<file path="config.mk">
export PLATFORM = sky130hd
export DESIGN_NAME = countdown_timer_with_status_led_unit
export DESIGN_NICKNAME = d
export VERILOG_FILES = /design/src/hw/rtl/cdt_pkg.sv /design/src/hw/rtl/cdt_core.sv /design/src/hw/rtl/countdown_timer_with_status_led_unit.sv
export SDC_FILE = /design/constraint.sdc
export NUM_CORES = 1
export LEC_CHECK = 0
export ABC_AREA = 1
export BUFFER_PORTS_ARGS = -buffer_cell sky130_fd_sc_hd__buf_2
export CORE_MARGIN = 5
export CORE_UTILIZATION = 35
export CTS_CLUSTER_SIZE = 16
export DETAILED_ROUTE_END_ITERATION = 8
export SLEW_MARGIN = 30
export SYNTH_ARGS = -nofsm -noshare
export SYNTH_HDL_FRONTEND = slang
export SYNTH_SLANG_ARGS = --single-unit
</file>
<file path="constraint.sdc">
create_clock -name aclk -period 5.8 [get_ports aclk]
set_input_delay 0 -clock aclk [delete_from_list [all_inputs] [get_ports aclk]]
set_output_delay 0 -clock aclk [all_outputs]
set_load 0.005 [all_outputs]
</file>
<file path="src/hw/rtl/cdt_pkg.sv">
// Types, constants and helpers for the countdown timer with status light.
package cdt_pkg;

    localparam int SECONDS_WIDTH    = 16;
    localparam int MS_COUNTER_WIDTH = 16;

    localparam logic [31:0] SEC_MAX =
        32'((64'd1 << SECONDS_WIDTH) - 64'd1);
    localparam logic [31:0] MS_MAX =
        32'((64'd1 << MS_COUNTER_WIDTH) - 64'd1);

    typedef logic [SECONDS_WIDTH-1:0]    sec_t;
    typedef logic [MS_COUNTER_WIDTH-1:0] ms_t;

    localparam logic [1:0] MODE_TICK  = 2'd0;
    localparam logic [1:0] MODE_START = 2'd1;
    localparam logic [1:0] MODE_PAUSE = 2'd2;
    localparam logic [1:0] MODE_RESET = 2'd3;

    localparam logic [2:0] TS_WAIT  = 3'd0;
    localparam logic [2:0] TS_COUNT = 3'd1;
    localparam logic [2:0] TS_PAUSE = 3'd2;
    localparam logic [2:0] TS_END   = 3'd3;
    localparam logic [2:0] TS_DONE  = 3'd4;

    localparam logic [2:0] REG_DEBOUNCE     = 3'd0;
    localparam logic [2:0] REG_SECOND       = 3'd1;
    localparam logic [2:0] REG_WAIT_BLINK   = 3'd2;
    localparam logic [2:0] REG_END_BLINK    = 3'd3;
    localparam logic [2:0] REG_BLINK_COUNT  = 3'd4;

    typedef enum logic [4:0] {
        ST_WAIT  = 5'b00001,
        ST_COUNT = 5'b00010,
        ST_PAUSE = 5'b00100,
        ST_END   = 5'b01000,
        ST_DONE  = 5'b10000
    } state_t;

    typedef struct packed {
        logic [1:0]  mode;
        logic [15:0] start_seconds;
        logic        button_level;
    } in_item_t;

    typedef struct packed {
        logic [2:0]  timer_state;
        logic [15:0] seconds_left;
        logic        red_on;
        logic        green_on;
        logic        blue_on;
    } out_item_t;

    typedef struct packed {
        logic [15:0] debounce_ms;
        logic [15:0] second_period_ms;
        logic [15:0] wait_blink_ms;
        logic [15:0] end_blink_ms;
        logic [7:0]  end_blink_count;
    } cfg_t;

    localparam cfg_t CFG_RESET = '{
        debounce_ms:      16'd200,
        second_period_ms: 16'd1000,
        wait_blink_ms:    16'd500,
        end_blink_ms:     16'd250,
        end_blink_count:  8'd8
    };

    function automatic logic [2:0] state_code(state_t st);
        logic [2:0] code;
        case (st)
            ST_WAIT:  code = TS_WAIT;
            ST_COUNT: code = TS_COUNT;
            ST_PAUSE: code = TS_PAUSE;
            ST_END:   code = TS_END;
            ST_DONE:  code = TS_DONE;
            default:  code = TS_WAIT;
        endcase
        return code;
    endfunction

    function automatic sec_t sat_seconds(logic [15:0] s);
        logic [31:0] w;
        w = 32'(s);
        if (w > SEC_MAX) begin
            return sec_t'(SEC_MAX);
        end
        return sec_t'(w);
    endfunction

    function automatic logic [15:0] report_seconds(sec_t s);
        logic [31:0] w;
        w = 32'(s);
        if (w > 32'h0000_ffff) begin
            return 16'hffff;
        end
        return w[15:0];
    endfunction

endpackage

</file>
<file path="src/hw/rtl/cdt_core.sv">
// State registers and per-item update of the countdown timer.
module cdt_core (
    input  logic              aclk,
    input  logic              aresetn,
    input  logic              step,
    input  cdt_pkg::in_item_t item,
    input  cdt_pkg::cfg_t     cfg,
    output cdt_pkg::out_item_t result
);
    import cdt_pkg::*;

    localparam logic [2:0] LED_OFF   = 3'b000;
    localparam logic [2:0] LED_R     = 3'b100;
    localparam logic [2:0] LED_G     = 3'b010;
    localparam logic [2:0] LED_B     = 3'b001;
    localparam logic [2:0] LED_WHITE = 3'b111;

    state_t     state_reg, state_next;
    sec_t       remaining_reg, remaining_next;
    ms_t        ms_in_second_reg, ms_in_second_next;
    ms_t        ms_since_blink_reg, ms_since_blink_next;
    ms_t        ms_since_press_reg, ms_since_press_next;
    logic       blink_lit_reg, blink_lit_next;
    logic [7:0] blinks_left_reg, blinks_left_next;
    logic [2:0] led_reg, led_next;
    logic       button_prev_reg, button_prev_next;

    function automatic ms_t sat_inc(ms_t v);
        if (32'(v) >= MS_MAX) begin
            return v;
        end
        return v + ms_t'(1);
    endfunction

    always_comb begin
        state_next          = state_reg;
        remaining_next      = remaining_reg;
        ms_in_second_next   = ms_in_second_reg;
        ms_since_blink_next = ms_since_blink_reg;
        ms_since_press_next = ms_since_press_reg;
        blink_lit_next      = blink_lit_reg;
        blinks_left_next    = blinks_left_reg;
        led_next            = led_reg;
        button_prev_next    = button_prev_reg;
        if (step) begin
            case (item.mode)
                MODE_TICK: begin
                    ms_in_second_next   = sat_inc(ms_in_second_reg);
                    ms_since_blink_next = sat_inc(ms_since_blink_reg);
                    ms_since_press_next = sat_inc(ms_since_press_reg);
                    if (!item.button_level && button_prev_reg) begin
                        if (32'(ms_since_press_next) > 32'(cfg.debounce_ms)) begin
                            ms_since_press_next = '0;
                            if (state_reg == ST_COUNT) begin
                                state_next = ST_PAUSE;
                                led_next   = LED_R;
                            end
                        end
                    end
                    button_prev_next = item.button_level;
                    case (state_next)
                        ST_WAIT: begin
                            if (32'(ms_since_blink_next) >= 32'(cfg.wait_blink_ms)) begin
                                ms_since_blink_next = '0;
                                blink_lit_next      = !blink_lit_reg;
                                led_next = blink_lit_next ? LED_WHITE : LED_OFF;
                            end
                        end
                        ST_COUNT: begin
                            if (32'(ms_in_second_next) >= 32'(cfg.second_period_ms)) begin
                                ms_in_second_next = ms_t'(32'(ms_in_second_next)
                                                          - 32'(cfg.second_period_ms));
                                if (remaining_reg != '0) begin
                                    remaining_next = remaining_reg - sec_t'(1);
                                end
                                if (remaining_next == '0) begin
                                    state_next          = ST_END;
                                    blinks_left_next    = cfg.end_blink_count;
                                    ms_since_blink_next = '0;
                                    blink_lit_next      = 1'b0;
                                end
                            end
                        end
                        ST_END: begin
                            if (32'(ms_since_blink_next) >= 32'(cfg.end_blink_ms)) begin
                                ms_since_blink_next = '0;
                                blink_lit_next      = !blink_lit_reg;
                                led_next = blink_lit_next ? LED_G : LED_OFF;
                                if (!blink_lit_next) begin
                                    if (blinks_left_reg <= 8'd1) begin
                                        blinks_left_next = '0;
                                        state_next       = ST_DONE;
                                        led_next         = LED_B;
                                    end else begin
                                        blinks_left_next = blinks_left_reg - 8'd1;
                                    end
                                end
                            end
                        end
                        default: begin
                        end
                    endcase
                end
                MODE_START: begin
                    if (item.start_seconds != '0) begin
                        remaining_next    = sat_seconds(item.start_seconds);
                        state_next        = ST_COUNT;
                        led_next          = LED_WHITE;
                        ms_in_second_next = '0;
                    end
                end
                MODE_PAUSE: begin
                    if (state_reg == ST_COUNT) begin
                        state_next = ST_PAUSE;
                        led_next   = LED_R;
                    end else if (state_reg == ST_PAUSE) begin
                        state_next        = ST_COUNT;
                        led_next          = LED_WHITE;
                        ms_in_second_next = '0;
                    end
                end
                default: begin
                    remaining_next = '0;
                    state_next     = ST_WAIT;
                end
            endcase
        end
    end

    always_comb begin
        result.timer_state  = state_code(state_next);
        result.seconds_left = report_seconds(remaining_next);
        result.red_on       = led_next[2];
        result.green_on     = led_next[1];
        result.blue_on      = led_next[0];
    end

    always_ff @(posedge aclk) begin
        if (!aresetn) begin
            state_reg          <= ST_WAIT;
            remaining_reg      <= '0;
            ms_in_second_reg   <= '0;
            ms_since_blink_reg <= '0;
            ms_since_press_reg <= '0;
            blink_lit_reg      <= 1'b0;
            blinks_left_reg    <= '0;
            led_reg            <= LED_OFF;
            button_prev_reg    <= 1'b1;
        end else begin
            state_reg          <= state_next;
            remaining_reg      <= remaining_next;
            ms_in_second_reg   <= ms_in_second_next;
            ms_since_blink_reg <= ms_since_blink_next;
            ms_since_press_reg <= ms_since_press_next;
            blink_lit_reg      <= blink_lit_next;
            blinks_left_reg    <= blinks_left_next;
            led_reg            <= led_next;
            button_prev_reg    <= button_prev_next;
        end
    end

endmodule

</file>
<file path="src/hw/rtl/countdown_timer_with_status_led_unit.sv">
// Top level of the countdown timer with status light.
// An accepted item waits in the input register, updates the timer state and is
// presented from the result register. Throughput: one item per cycle unless the
// result side stalls, set by the single input register feeding the state update.
// Reset: synchronous, active low; clears both stages, the timer state and loads
// the register defaults (200, 1000, 500, 250, 8).
module countdown_timer_with_status_led_unit (
    input  logic               aclk,
    input  logic               aresetn,
    input  logic               s_valid,
    output logic               s_ready,
    input  cdt_pkg::in_item_t  s_item,
    output logic               m_valid,
    input  logic               m_ready,
    output cdt_pkg::out_item_t m_item,
    input  logic               cfg_wr_en,
    input  logic [2:0]         cfg_index,
    input  logic [15:0]        cfg_wr_data
);
    import cdt_pkg::*;

    cfg_t      cfg_reg, cfg_next;
    in_item_t  in_item_reg;
    logic      in_valid_reg, in_valid_next;
    out_item_t out_item_reg;
    logic      out_valid_reg, out_valid_next;
    out_item_t core_result;
    logic      advance;
    logic      step;
    logic      take;

    assign advance = !out_valid_reg || m_ready;
    assign step    = in_valid_reg && advance;
    assign s_ready = !in_valid_reg || advance;
    assign take    = s_valid && s_ready;
    assign m_valid = out_valid_reg;
    assign m_item  = out_item_reg;

    always_comb begin
        cfg_next = cfg_reg;
        if (cfg_wr_en) begin
            case (cfg_index)
                REG_DEBOUNCE:    cfg_next.debounce_ms      = cfg_wr_data;
                REG_SECOND:      cfg_next.second_period_ms = cfg_wr_data;
                REG_WAIT_BLINK:  cfg_next.wait_blink_ms    = cfg_wr_data;
                REG_END_BLINK:   cfg_next.end_blink_ms     = cfg_wr_data;
                REG_BLINK_COUNT: cfg_next.end_blink_count  = cfg_wr_data[7:0];
                default: begin
                end
            endcase
        end
    end

    always_comb begin
        in_valid_next = in_valid_reg;
        if (take) begin
            in_valid_next = 1'b1;
        end else if (step) begin
            in_valid_next = 1'b0;
        end
        out_valid_next = out_valid_reg;
        if (advance) begin
            out_valid_next = in_valid_reg;
        end
    end

    cdt_core u_core (
        .aclk    (aclk),
        .aresetn (aresetn),
        .step    (step),
        .item    (in_item_reg),
        .cfg     (cfg_reg),
        .result  (core_result)
    );

    always_ff @(posedge aclk) begin
        if (!aresetn) begin
            cfg_reg       <= CFG_RESET;
            in_valid_reg  <= 1'b0;
            out_valid_reg <= 1'b0;
        end else begin
            cfg_reg       <= cfg_next;
            in_valid_reg  <= in_valid_next;
            out_valid_reg <= out_valid_next;
        end
    end

    always_ff @(posedge aclk) begin
        if (take) begin
            in_item_reg <= s_item;
        end
        if (step) begin
            out_item_reg <= core_result;
        end
    end

endmodule

</file>
==> summary.log, run 1 <==
[placement] port buffer count 66
[setup_path] Setup CP Type flop to flop
[floorplan] Starting Density 35.55%
[cts] CTS tree done
[cts] CTS HTree Levels 4
[yosys] syn_area_per_cell 7.048 sq um
[cells_and_area] diode count 0
[cts] clock root buffer sky130_fd_sc_hd__clkbuf_16
[floorplan] standard-cell row count 67
[yosys] most frequent cells after synthesis sky130_fd_sc_hd__nand2_1, sky130_fd_sc_hd__inv_1, sky130_fd_sc_hd__a21oi_1
[routing] total number of vias 11170
[floorplan] Core Box Area 33700 sq um
[setup_path] kind of start point of the critical path flop
[timing] total count of max-transition violations in the final report 0
[routing] Detailed Route WL 32070 microns
[cells_and_area] Nets 1900
[cts] CTS Hold Buffers Added 39
[yosys] Synth Warn # 0
[yosys] area share of the leading cell type in the synthesized netlist 26.07%
[routing] Iter 0 DRT Violations 677
[min_path] Tightest Hold Check Type input port to flop
[timing] share of the clock period used by the worst path after layout 81.09%
[cells_and_area] flip-flop count of the largest register after layout 72
[cts] Longest Clk Path Bufs 2
[cts] Setup Fix Bufs, Post-CTS 0
[routing] Routed wire per std cell 14.31 microns
[setup_path] top fanout value on the critical path 22
[yosys] distinct cell type count after synthesis 45
[timing] Worst Clk Skew 0.01668 ns
[floorplan] Die ar. 38030 sq um
[grt] global-route usage over all layers 16.70%
[yosys] dominant cells by area after synthesis sky130_fd_sc_hd__dfxtp_1, sky130_fd_sc_hd__nand2_1, sky130_fd_sc_hd__edfxtp_1
[floorplan] floorplan die height 195.0 microns
[routing] detailed-route vias per instance 4.985
[routing] number of optimization iterations in the first detailed-route pass 5
[grt] remaining global-route overflow 0
[pwr] cell area power density 216.3 nW/um^2
[cts] Num CTS Buffers 17
[timing] setup repair after global routing missed its margin no
[timing] number of hold violations in the final report 0
[grt] via count of the first global-routing pass 10700
[yosys] fraction of the yosys area taken by sequential cells 36.34%
[yosys] combined area of all synthesized cells 11980 sq um
[placement] gpl congestion 0.9194
[pwr] total power draw 2.959 mW
[cells_and_area] number of fill cells 3546
[setup_path] data required time of the worst path 6.09 ns
[timing] Finish-stage setup viols 0
[yosys] gate count after technology mapping 1700
[floorplan] Die X 195.0 microns
[pwr] Max VDD drop 213.8 uV
[yosys] Post-synth top flop sky130_fd_sc_hd__dfxtp_1
[timing] final sum of negative setup slack 0 ns
[cells_and_area] layout-stage area growth over the synthesis result 14.17%
[grt] maximum number of pins on one net before global-route repair 73
[setup_path] Worst Setup End Kind flop
[grt] antenna violations before repair 0
[job] MaxCap Viol Count 0
[routing] Post-DRT Antenna Nets 0
[yosys] count of flip-flops with a built-in enable after synthesis 41
[cts] post-cts repair resize count 0
[timing] slew at the pin closest to its max-slew limit 0.8786 ns
[routing] total DRC errors in the routed layout 0
[cells_and_area] share of post-route cells with drive strength above 1 8.254%
[yosys] share of flip-flops with an asynchronous set or reset 0%
[placement] post-DP HPWL 23670 microns
[timing] worst-case headroom to the max-slew limit 41.21%
[yosys] top-count cell post-synth sky130_fd_sc_hd__nand2_1
[setup_path] critical path data arrival time 5.00 ns
[cts] number of clock sinks 197
[timing] final critical path time including I/O delays and setup 4.703 ns
[yosys] register bit total from synthesis 197
[timing] max frequency 212.6 MHz
[cts] Worst-path clk slew 0.07 ns
[yosys] Synth Net Count 1819
[pwr] static power due to leakage 6.019 nW
[yosys] cell taking the most area after synthesis sky130_fd_sc_hd__dfxtp_1
[grt] global-route wire length before repair 52940 microns
[floorplan] I/O pin cnt 67
[run_status] outcome finished, final reports clean
[cts] insertion delay to the later sink of the worst-skew pair 0.45 ns
==> critical path, stage by stage, from the launching register on <==
cell and delay, ns:
sky130_fd_sc_hd__dfxtp_1 0.36, sky130_fd_sc_hd__ha_1 0.18, sky130_fd_sc_hd__inv_1 0.05, sky130_fd_sc_hd__nor3_1 0.26, sky130_fd_sc_hd__nand4_1 0.16, sky130_fd_sc_hd__nor2_1 0.15, sky130_fd_sc_hd__nand2_1 0.12, sky130_fd_sc_hd__nor2_1 0.14
sky130_fd_sc_hd__nand2_1 0.21, sky130_fd_sc_hd__nand2_1 0.14, sky130_fd_sc_hd__nor2_1 0.07, sky130_fd_sc_hd__nand2_1 0.08, sky130_fd_sc_hd__xnor2_1 0.15, sky130_fd_sc_hd__ha_1 0.28, sky130_fd_sc_hd__a21o_1 0.18, sky130_fd_sc_hd__nor2_1 0.11
sky130_fd_sc_hd__nand2_1 0.06, sky130_fd_sc_hd__nand2_1 0.06, sky130_fd_sc_hd__nand2_1 0.08, sky130_fd_sc_hd__nand3_2 0.15, sky130_fd_sc_hd__nand3_1 0.11, sky130_fd_sc_hd__inv_1 0.08, sky130_fd_sc_hd__nand2_1 0.10, sky130_fd_sc_hd__nor2_2 0.62
sky130_fd_sc_hd__buf_4 0.37, sky130_fd_sc_hd__nand2_1 0.08, sky130_fd_sc_hd__o211ai_1 0.10, sky130_fd_sc_hd__a21oi_1 0.08
==> cells by family (layout without fill, tap and decap cells) <==
group / Yosys count / after routing / share of synthesized area, %
and+or+nand+nor: 694 / 694 / 24.65
AOI/OAI and AO/OA: 397 / 397 / 18.30
buffers and inverters: 289 / 382 / 9.284
DFF: 197 / 197 / 36.34
adders and majority gates: 76 / 76 / 7.999
xor gates and xnor gates: 47 / 47 / 3.436
==> report_power, final <==
part	internal, mW	leakage [nW]	switching, mW	total [mW]
logic	0.118	4.08	0.229	0.347
clock network	0.591	0.270	0.567	1.16
registers	1.44	1.67	0.0181	1.45
total	2.15	6.02	0.814	2.96
==> metrics by stage <==
stage / std cells / cell area [sq um] / util (%) / worst slack (ns) / hold slack, ns
finish: 2241 / 13680 / 40.59 / 1.097 / 0.05671
global route: 2241 / 13680 / 40.59 / 0.4432 / 0.07586
CTS: 2241 / 13680 / 40.58 / 1.120 / 0.02758
detailed placement: 2171 / 12730 / 37.77 / 1.136 / 0.1783
global placement: 2171 / 12730 / 37.77 / 1.306 / 0.1764
floorplan: 1700 / 11980 / - / 1.998 / 0.09887
==> worst paths after layout <==
kind	startpoint	endpoint	slack, ns	depth (start not counted)
worst min register to register	cfg_reg[0]$_SDFFE_PN0P_	cfg_reg[0]$_SDFFE_PN0P_	0.46	2
worst min-delay path	cfg_wr_en	cfg_reg[0]$_SDFFE_PN0P_	0.06	3
worst max-delay path	u_core.ms_since_press_reg[1]$_SDFFE_PN0P_	u_core.ms_in_second_reg[2]$_SDFFE_PN0P_	1.10	27
worst max register to register	u_core.ms_since_press_reg[1]$_SDFFE_PN0P_	u_core.ms_in_second_reg[2]$_SDFFE_PN0P_	1.10	27
==> routing by layer <==
layer | vias up | global-route usage [%] | wire length [microns]
met4 | 0 | 4.525 | 637
li1 | 5795 | - | -
met2 | 188 | 29.28 | 15520
met3 | 51 | 2.861 | 1150
met1 | 5137 | 21.27 | 14760
met5 | - | 0 | 0
==> placed cells by master, fill, tap and decap left out, types with 14 or more instances in the layout <==
master / count
sky130_fd_sc_hd__nand3_1: 70
sky130_fd_sc_hd__edfxtp_1: 41
sky130_fd_sc_hd__clkbuf_16: 18
sky130_fd_sc_hd__dlygate4sd3_1: 39
sky130_fd_sc_hd__dfxtp_1: 156
sky130_fd_sc_hd__o21ai_0: 108
sky130_fd_sc_hd__nor2_1: 130
sky130_fd_sc_hd__xor2_1: 38
sky130_fd_sc_hd__nand3_2: 14
sky130_fd_sc_hd__nor3_1: 24
sky130_fd_sc_hd__inv_1: 227
sky130_fd_sc_hd__nand2_1: 405
sky130_fd_sc_hd__a21oi_1: 194
sky130_fd_sc_hd__ha_1: 74
sky130_fd_sc_hd__o21ai_1: 15
sky130_fd_sc_hd__nand4_1: 24
sky130_fd_sc_hd__o211ai_1: 35
sky130_fd_sc_hd__buf_2: 66
==> cell type report <==
type                       instances  area, sq um  share of cell area (%)
clock buffer                      19        464.2                   3.393
timing repair buffer             115        795.8                   5.817
sequential                       197         4354                   31.83
tap                              448        560.5                   4.098
clock inverter                    12        93.84                  0.6860
multi-input combinational       1214         6525                   47.70
inverter                         236        885.9                   6.476
Power figures use the tool's default switching activity.
==> run 2: changes to the inputs <==
--- a/config.mk
+++ b/config.mk
@@ -5,7 +5,7 @@
 export SDC_FILE = /design/constraint.sdc
 export NUM_CORES = 1
 export LEC_CHECK = 0
-export ABC_AREA = 1
+export ABC_AREA = 0
 export BUFFER_PORTS_ARGS = -buffer_cell sky130_fd_sc_hd__buf_2
 export CORE_MARGIN = 5
 export CORE_UTILIZATION = 35
==> constraint.sdc (replaced) <==
create_clock -name aclk -period 4.42 [get_ports aclk]
set_input_delay 0 -clock aclk [delete_from_list [all_inputs] [get_ports aclk]]
set_output_delay 0 -clock aclk [all_outputs]
set_load 0.005 [all_outputs]
==> run 2 against run 1 <==
Die area fell by 2.7%. Final cell count fell by 7.8%. Global-route usage rose by 2.0 points. Setup slack got worse by 1.0 ns. Non-clock buffer count rose by 118. Critical path depth fell by 6. Sequential power rose by 32%. Design area rose by 7.7%.
==> summary.log, run 2 <==
[grt] antenna violations before repair 0
[yosys] distinct cell type count after synthesis 80
[cells_and_area] layout-stage area growth over the synthesis result 26.49%
[floorplan] Core Box Area 32700 sq um
[floorplan] standard-cell row count 66
[cells_and_area] share of post-route cells with drive strength above 1 20.18%
[cts] Longest Clk Path Bufs 2
[cells_and_area] commonest non-fill, non-tap cells in the layout sky130_fd_sc_hd__nand2_1, sky130_fd_sc_hd__dfxtp_1, sky130_fd_sc_hd__buf_4, sky130_fd_sc_hd__a21oi_1, sky130_fd_sc_hd__inv_1
[setup_path] critical-path cell with the highest stage delay sky130_fd_sc_hd__or4_4
[setup_path] Setup CP Type flop to flop
[floorplan] Starting Density 35.61%
[timing] number of hold violations in the final report 0
[cts] number of clock sinks 197
[job] MaxCap Viol Count 0
[routing] Detailed Route WL 34870 microns
[pwr] total power draw 3.869 mW
[cts] CTS HTree Levels 4
[timing] least setup slack across all paths after layout 0.05102 ns
[yosys] most frequent cells after synthesis sky130_fd_sc_hd__nand2_1, sky130_fd_sc_hd__dfxtp_1, sky130_fd_sc_hd__a21oi_1
[cells_and_area] diode count 0
[timing] worst-case headroom to the max-slew limit 42.27%
[yosys] syn_area_per_cell 8.160 sq um
[yosys] register bit total from synthesis 197
[setup_path] Crit path buffers/inverters 5
[yosys] cell taking the most area after synthesis sky130_fd_sc_hd__dfxtp_1
[yosys] combined area of all synthesized cells 11640 sq um
[setup_path] cell class contributing the biggest share of worst-path delay compound AO/OA/AOI/OAI gates
[placement] worst slack after detailed placement -0.2531 ns
[cells_and_area] number of fill cells 3277
[cells_and_area] most common cell after layout, fill and taps aside sky130_fd_sc_hd__nand2_1
[cells_and_area] Nets 1731
[setup_path] critical-path cell list nand3_4 > nor3_4 > nand4_1 > or4_4 > buf_6 > nand2_4 > nor2_2 > xnor2_2 > ha_2 > buf_4 > a211o_1 > o31ai_2 > buf_4 > a21oi_2 > o211ai_1 > buf_4 > nor4_4 > buf_4 > o31a_1 > o211ai_1 > o21ai_1
[placement] gpl congestion 0.9119
[floorplan] Die X 192.4 microns
[floorplan] Die ar. 37020 sq um
[timing] total count of max-transition violations in the final report 0
[cts] Num CTS Buffers 17
[floorplan] floorplan die height 192.4 microns
[pwr] cell area power density 262.7 nW/um^2
[yosys] Synth Net Count 1546
[placement] port buffer count 66
[timing] final sum of negative setup slack 0 ns
[routing] Routed wire per std cell 16.87 microns
[routing] Iter 0 DRT Violations 774
[pwr] static power due to leakage 5.945 nW
[cts] clock root buffer sky130_fd_sc_hd__clkbuf_16
[grt] global-route wire length before repair 55010 microns
[grt] global-route usage over all layers 18.66%
[floorplan] I/O pin cnt 67
[timing] Finish-stage setup viols 0
[routing] total DRC errors in the routed layout 0
[setup_path] most frequent cell on the critical path sky130_fd_sc_hd__buf_4
[timing] slew at the pin closest to its max-slew limit 0.8640 ns
[yosys] Synth Warn # 0
[yosys] top-count cell post-synth sky130_fd_sc_hd__nand2_1
[placement] post-DP HPWL 25010 microns
[cts] Worst-path clk slew 0.07 ns
[yosys] share of flip-flops with an asynchronous set or reset 0%
[timing] Worst Clk Skew 0.01662 ns
[routing] total number of vias 10910
[grt] via count of the first global-routing pass 10570
[yosys] gate count after technology mapping 1427
[pwr] Max VDD drop 274.8 uV
[cells_and_area] flip-flop count of the largest register after layout 72
[setup_path] kind of start point of the critical path flop
[setup_path] critical path data arrival time 4.56 ns
[timing] final critical path time including I/O delays and setup 4.369 ns
[routing] detailed-route vias per instance 5.278
[timing] share of the clock period used by the worst path after layout 98.85%
[yosys] Post-synth top flop sky130_fd_sc_hd__dfxtp_1
[yosys] fraction of the yosys area taken by sequential cells 37.39%
[setup_path] data required time of the worst path 4.61 ns
[setup_path] top fanout value on the critical path 5
[routing] number of optimization iterations in the first detailed-route pass 5
[cts] insertion delay to the later sink of the worst-skew pair 0.45 ns
[yosys] count of flip-flops with a built-in enable after synthesis 41
[timing] max frequency 228.9 MHz
[setup_path] delay of the slowest cell on the worst path 0.63 ns
[grt] maximum number of pins on one net before global-route repair 97
[timing] setup repair after global routing missed its margin yes
[routing] Post-DRT Antenna Nets 0
[yosys] dominant cells by area after synthesis sky130_fd_sc_hd__dfxtp_1, sky130_fd_sc_hd__edfxtp_1, sky130_fd_sc_hd__ha_1
[yosys] area share of the leading cell type in the synthesized netlist 26.82%
[min_path] Tightest Hold Check Type input port to flop
[grt] remaining global-route overflow 0
[setup_path] Worst Setup End Kind flop
[cts] CTS tree done
[run_status] outcome finished, final reports clean
[cells_and_area] utilization of the core after routing 45.04%
## run 2: logic make-up after synthesis
logic type	Yosys count	share of synthesized area (%)
AND/OR/NAND/NOR	570	23.87
AO/OA/AOI/OAI	367	20.63
flip-flops	197	37.39
buffers and inverters	158	5.254
adder cells (fa/ha/maj)	76	8.230
XOR/XNOR	47	3.535
multiplexers	12	1.085
## run 2: repair_timing
item	4_1_cts	5_1_grt
buffers inserted	4	15
hold buffers	41	0
endpoints found under the hold margin	99	0
gates cloned	1	1
setup endpoints to repair	50	81
gates resized for setup	10	107
pin swaps	6	50
## run 2: worst register-to-register path, delay by kind of cell, from the launching register on
kind / cells / cell delay (ns)
and+or+nand+nor: 7 / 1.27
adders and majority gates: 1 / 0.19
xor gates and xnor gates: 1 / 0.14
AOI/OAI and AO/OA: 7 / 1.32
DFF: 1 / 0.35
buffers and inverters: 5 / 0.86
## run 2: cell type report
cell class | instances | area [sq um] | area share (%)
Inverter | 90 | 340.3 | 2.311
Clock inverter | 11 | 103.9 | 0.7051
Clock buffer | 21 | 450.4 | 3.058
Sequential cell | 197 | 4360 | 29.60
Timing Repair Buffer | 233 | 1757 | 11.93
Tap cell | 442 | 553.0 | 3.755
Multi-Input combinational cell | 1073 | 7164 | 48.64
## run 2: path summary, 6_finish.rpt
kind	start	end	slack, ns	cells after the start
max	u_core.ms_in_second_reg[3]$_SDFFE_PN0P_	m_item[19]$_DFFE_PP_	0.05	21
min	cfg_index[1]	cfg_reg[41]$_SDFFE_PN0P_	0.11	5
max reg2reg	u_core.ms_in_second_reg[3]$_SDFFE_PN0P_	m_item[19]$_DFFE_PP_	0.05	21
min reg2reg	cfg_reg[19]$_SDFFE_PN0P_	cfg_reg[19]$_SDFFE_PN0P_	0.45	2
## run 2: through the flow
stage          hold slack (ns)  instance area [sq um]  instances
3_3_place_gp            0.1777                  13100       1973
2_1_floorplan          0.09887                  11660       1427
5_1_grt                 0.1261                  14730       2067
3_5_place_dp            0.1787                  13100       1973
4_1_cts                0.08409                  14140       2051
6_report                0.1098                  14730       2067
## run 2: power by group
group / leakage [nW] / total (mW) / internal [mW] / switching, mW
Combinational: 4.01 / 0.448 / 0.178 / 0.270
Sequential: 1.67 / 1.91 / 1.88 / 0.0290
Clock: 0.269 / 1.51 / 0.795 / 0.716
## run 2: routing by layer
metal / GRT usage (%) / wire (microns) / up-vias
met5: 0 / 0 / -
met4: 5.842 / 711 / 0
met3: 3.021 / 1298 / 37
met2: 32.34 / 17260 / 226
met1: 23.82 / 15600 / 5212
li1: - / - / 5434
==> run 3: changes to the inputs <==
--- a/config.mk
+++ b/config.mk
@@ -7,8 +7,8 @@
 export LEC_CHECK = 0
 export ABC_AREA = 0
 export BUFFER_PORTS_ARGS = -buffer_cell sky130_fd_sc_hd__buf_2
-export CORE_MARGIN = 5
 export CORE_UTILIZATION = 35
+export CTS_BUF_LIST = sky130_fd_sc_hd__clkbuf_4 sky130_fd_sc_hd__clkbuf_8 sky130_fd_sc_hd__clkbuf_16
 export CTS_CLUSTER_SIZE = 16
 export DETAILED_ROUTE_END_ITERATION = 8
 export SLEW_MARGIN = 30
==> run 3 against run 2 <==
Wire length down 2.1%. Final cell count fell by 0.73%. Sequential share of layout area increased by 0.51 points. Register-to-register slack better by 0.05 ns. Core utilization decreased by 0.61 points. Critical endpoint is now m_item[20]$_DFFE_PP_.
==> summary.log, run 3 (same netlist as run 2, synthesis figures left out) <==
[run_status] outcome finished, final reports clean
[cells_and_area] commonest non-fill, non-tap cells in the layout sky130_fd_sc_hd__nand2_1, sky130_fd_sc_hd__dfxtp_1, sky130_fd_sc_hd__buf_4, sky130_fd_sc_hd__a21oi_1, sky130_fd_sc_hd__inv_1
[routing] total DRC errors in the routed layout 0
[grt] antenna violations before repair 0
[cells_and_area] share of post-route cells with drive strength above 1 18.94%
[placement] worst slack after detailed placement -0.3093 ns
[cells_and_area] post-route cell area 14490 sq um
[routing] total number of vias 10780
[cts] CTS tree done
[routing] Detailed Route WL 34120 microns
[floorplan] Starting Density 35.70%
[setup_path] data required time of the worst path 4.60 ns
[timing] setup repair after global routing missed its margin yes
[floorplan] Core Box Area 32620 sq um
[grt] maximum number of pins on one net before global-route repair 87
[timing] Finish-stage setup viols 0
[pwr] Max VDD drop 266.9 uV
[grt] global-route usage over all layers 20.30%
[cells_and_area] diode count 0
[floorplan] I/O pin cnt 67
[placement] gpl congestion 0.9059
[setup_path] kind of start point of the critical path flop
[placement] cell area after placement 13050 sq um
[floorplan] standard-cell row count 66
[cts] Num CTS Buffers 17
[routing] Post-DRT Antenna Nets 0
[cells_and_area] number of fill cells 3254
[setup_path] beginning of the worst register-to-register path u_core.ms_in_second_reg[5]$_SDFFE_PN0P_
[cells_and_area] Nets 1716
[pwr] static power due to leakage 5.877 nW
[cts] Longest Clk Path Bufs 2
[cells_and_area] layout-stage area growth over the synthesis result 24.45%
[cells_and_area] non-filler cells, final 2052
[floorplan] Die ar. 34010 sq um
[grt] remaining global-route overflow 0
[timing] share of the clock period used by the worst path after layout 97.68%
[routing] number of optimization iterations in the first detailed-route pass 5
[placement] post-DP HPWL 24690 microns
[cts] clock root buffer sky130_fd_sc_hd__clkbuf_16
[setup_path] Worst Setup End Kind flop
[timing] total count of max-transition violations in the final report 0
[timing] number of hold violations in the final report 0
[job] MaxCap Viol Count 0
[min_path] Tightest Hold Check Type input port to flop
[timing] worst-case headroom to the max-slew limit 40.64%
[cells_and_area] utilization of the core after routing 44.43%
[pwr] total power draw 3.898 mW
[floorplan] Die X 184.4 microns
[cts] insertion delay to the later sink of the worst-skew pair 0.45 ns
[floorplan] floorplan die height 184.4 microns
[cells_and_area] flip-flop count of the largest register after layout 72
[routing] Iter 0 DRT Violations 729
[timing] final critical path time including I/O delays and setup 4.318 ns
[min_path] worst min-delay path startpoint aresetn
[routing] detailed-route vias per instance 5.251
[cells_and_area] most common cell after layout, fill and taps aside sky130_fd_sc_hd__nand2_1
[setup_path] Setup CP Type flop to flop
[timing] least setup slack across all paths after layout 0.1024 ns
[cts] Worst-path clk slew 0.08 ns
[cts] CTS HTree Levels 4
[cts] number of clock sinks 197
[timing] max frequency 231.6 MHz
[setup_path] critical path data arrival time 4.50 ns
[setup_path] top fanout value on the critical path 4
[pwr] cell area power density 269.0 nW/um^2
[timing] slew at the pin closest to its max-slew limit 0.8903 ns
[grt] via count of the first global-routing pass 10500
[setup_path] Setup crit start u_core.ms_in_second_reg[5]$_SDFFE_PN0P_
[grt] global-route wire length before repair 54150 microns
[timing] Worst Clk Skew 0.01344 ns
[placement] port buffer count 66
[routing] Routed wire per std cell 16.63 microns
[placement] total placed cells including tap cells 1968
run 3: cell types whose count changed in the layout (fill, tap and decap cells not counted), sizes merged:
cell         delta
clkbuf          -5
bufinv          -1
o31a            -1
buf            -10
inv             +8
clkinvlp        -2
clkinv          -1
dlygate4sd3     -3
run 3: layer usage:
| layer | GRT usage (%) | part of all wire, % | vias to the layer above |
|---|---|---|---|
| met5 | 0 | 0 | - |
| met1 | 25.41 | 44 | 5095 |
| li1 | - | - | 5404 |
| met4 | 7.967 | 2.7 | 0 |
| met2 | 35.20 | 50 | 220 |
| met3 | 2.588 | 3.8 | 57 |
run 3: path summary, 6_finish.rpt:
check | depth (start not counted) | slack (ns) | endpoint
setup / recovery | 19 | 0.10 | m_item[20]$_DFFE_PP_
hold / removal | 2 | 0.02 | u_core.led_reg[2]$_SDFF_PN0_
setup reg to reg | 19 | 0.10 | m_item[20]$_DFFE_PP_
hold reg to reg | 2 | 0.45 | u_core.ms_in_second_reg[6]$_SDFFE_PN0P_
run 3: area by class of cell:
class / count / area (sq um) / share of cell area, %
well taps: 442 / 553.0 / 3.816
flip-flops and latches: 197 / 4364 / 30.11
clock buffers: 17 / 425.4 / 2.935
clock inverters: 15 / 153.9 / 1.062
multi-input cells: 1072 / 7052 / 48.66
inverters: 90 / 337.8 / 2.331
repair buffers: 219 / 1607 / 11.09
run 3: what timing repair did:
action,CTS,global route
pin swaps,7,32
resized for setup,10,80
setup buffers,3,12
hold endpoints to repair,93,0
setup endpoints to repair,67,74
hold buffers,38,0
run 3: where the power goes:
| group | leakage (nW) | internal [mW] | switching (mW) | total [mW] |
|---|---|---|---|---|
| Combinational | 3.92 | 0.172 | 0.262 | 0.434 |
| Sequential | 1.67 | 1.88 | 0.0297 | 1.91 |
| Clock | 0.291 | 0.762 | 0.794 | 1.56 |
run 3: critical path, stage by stage, from the launching register on:
cell and delay [ns]:
sky130_fd_sc_hd__dfxtp_2 0.36, sky130_fd_sc_hd__nand3_4 0.09, sky130_fd_sc_hd__nor3_4 0.14, sky130_fd_sc_hd__nand4_1 0.14
sky130_fd_sc_hd__or4_4 0.62, sky130_fd_sc_hd__xnor2_1 0.16, sky130_fd_sc_hd__ha_1 0.22, sky130_fd_sc_hd__fa_2 0.35
sky130_fd_sc_hd__nand2b_4 0.16, sky130_fd_sc_hd__a211oi_4 0.29, sky130_fd_sc_hd__o31ai_4 0.11, sky130_fd_sc_hd__buf_6 0.14
sky130_fd_sc_hd__a21oi_4 0.13, sky130_fd_sc_hd__o211ai_1 0.12, sky130_fd_sc_hd__buf_4 0.17, sky130_fd_sc_hd__nor4_4 0.25
sky130_fd_sc_hd__buf_4 0.19, sky130_fd_sc_hd__and3_4 0.21, sky130_fd_sc_hd__or2_4 0.13, sky130_fd_sc_hd__o21ai_1 0.06
run 3: metrics by stage:
step | hold WS (ns) | setup TNS, ns
5_1_grt | 0.01866 | -0.08842
2_1_floorplan | 0.09887 | 0
3_5_place_dp | 0.1785 | -8.400
4_1_cts | 0.005133 | 0
3_3_place_gp | 0.1763 | -3.212
6_report | 0.01909 | 0
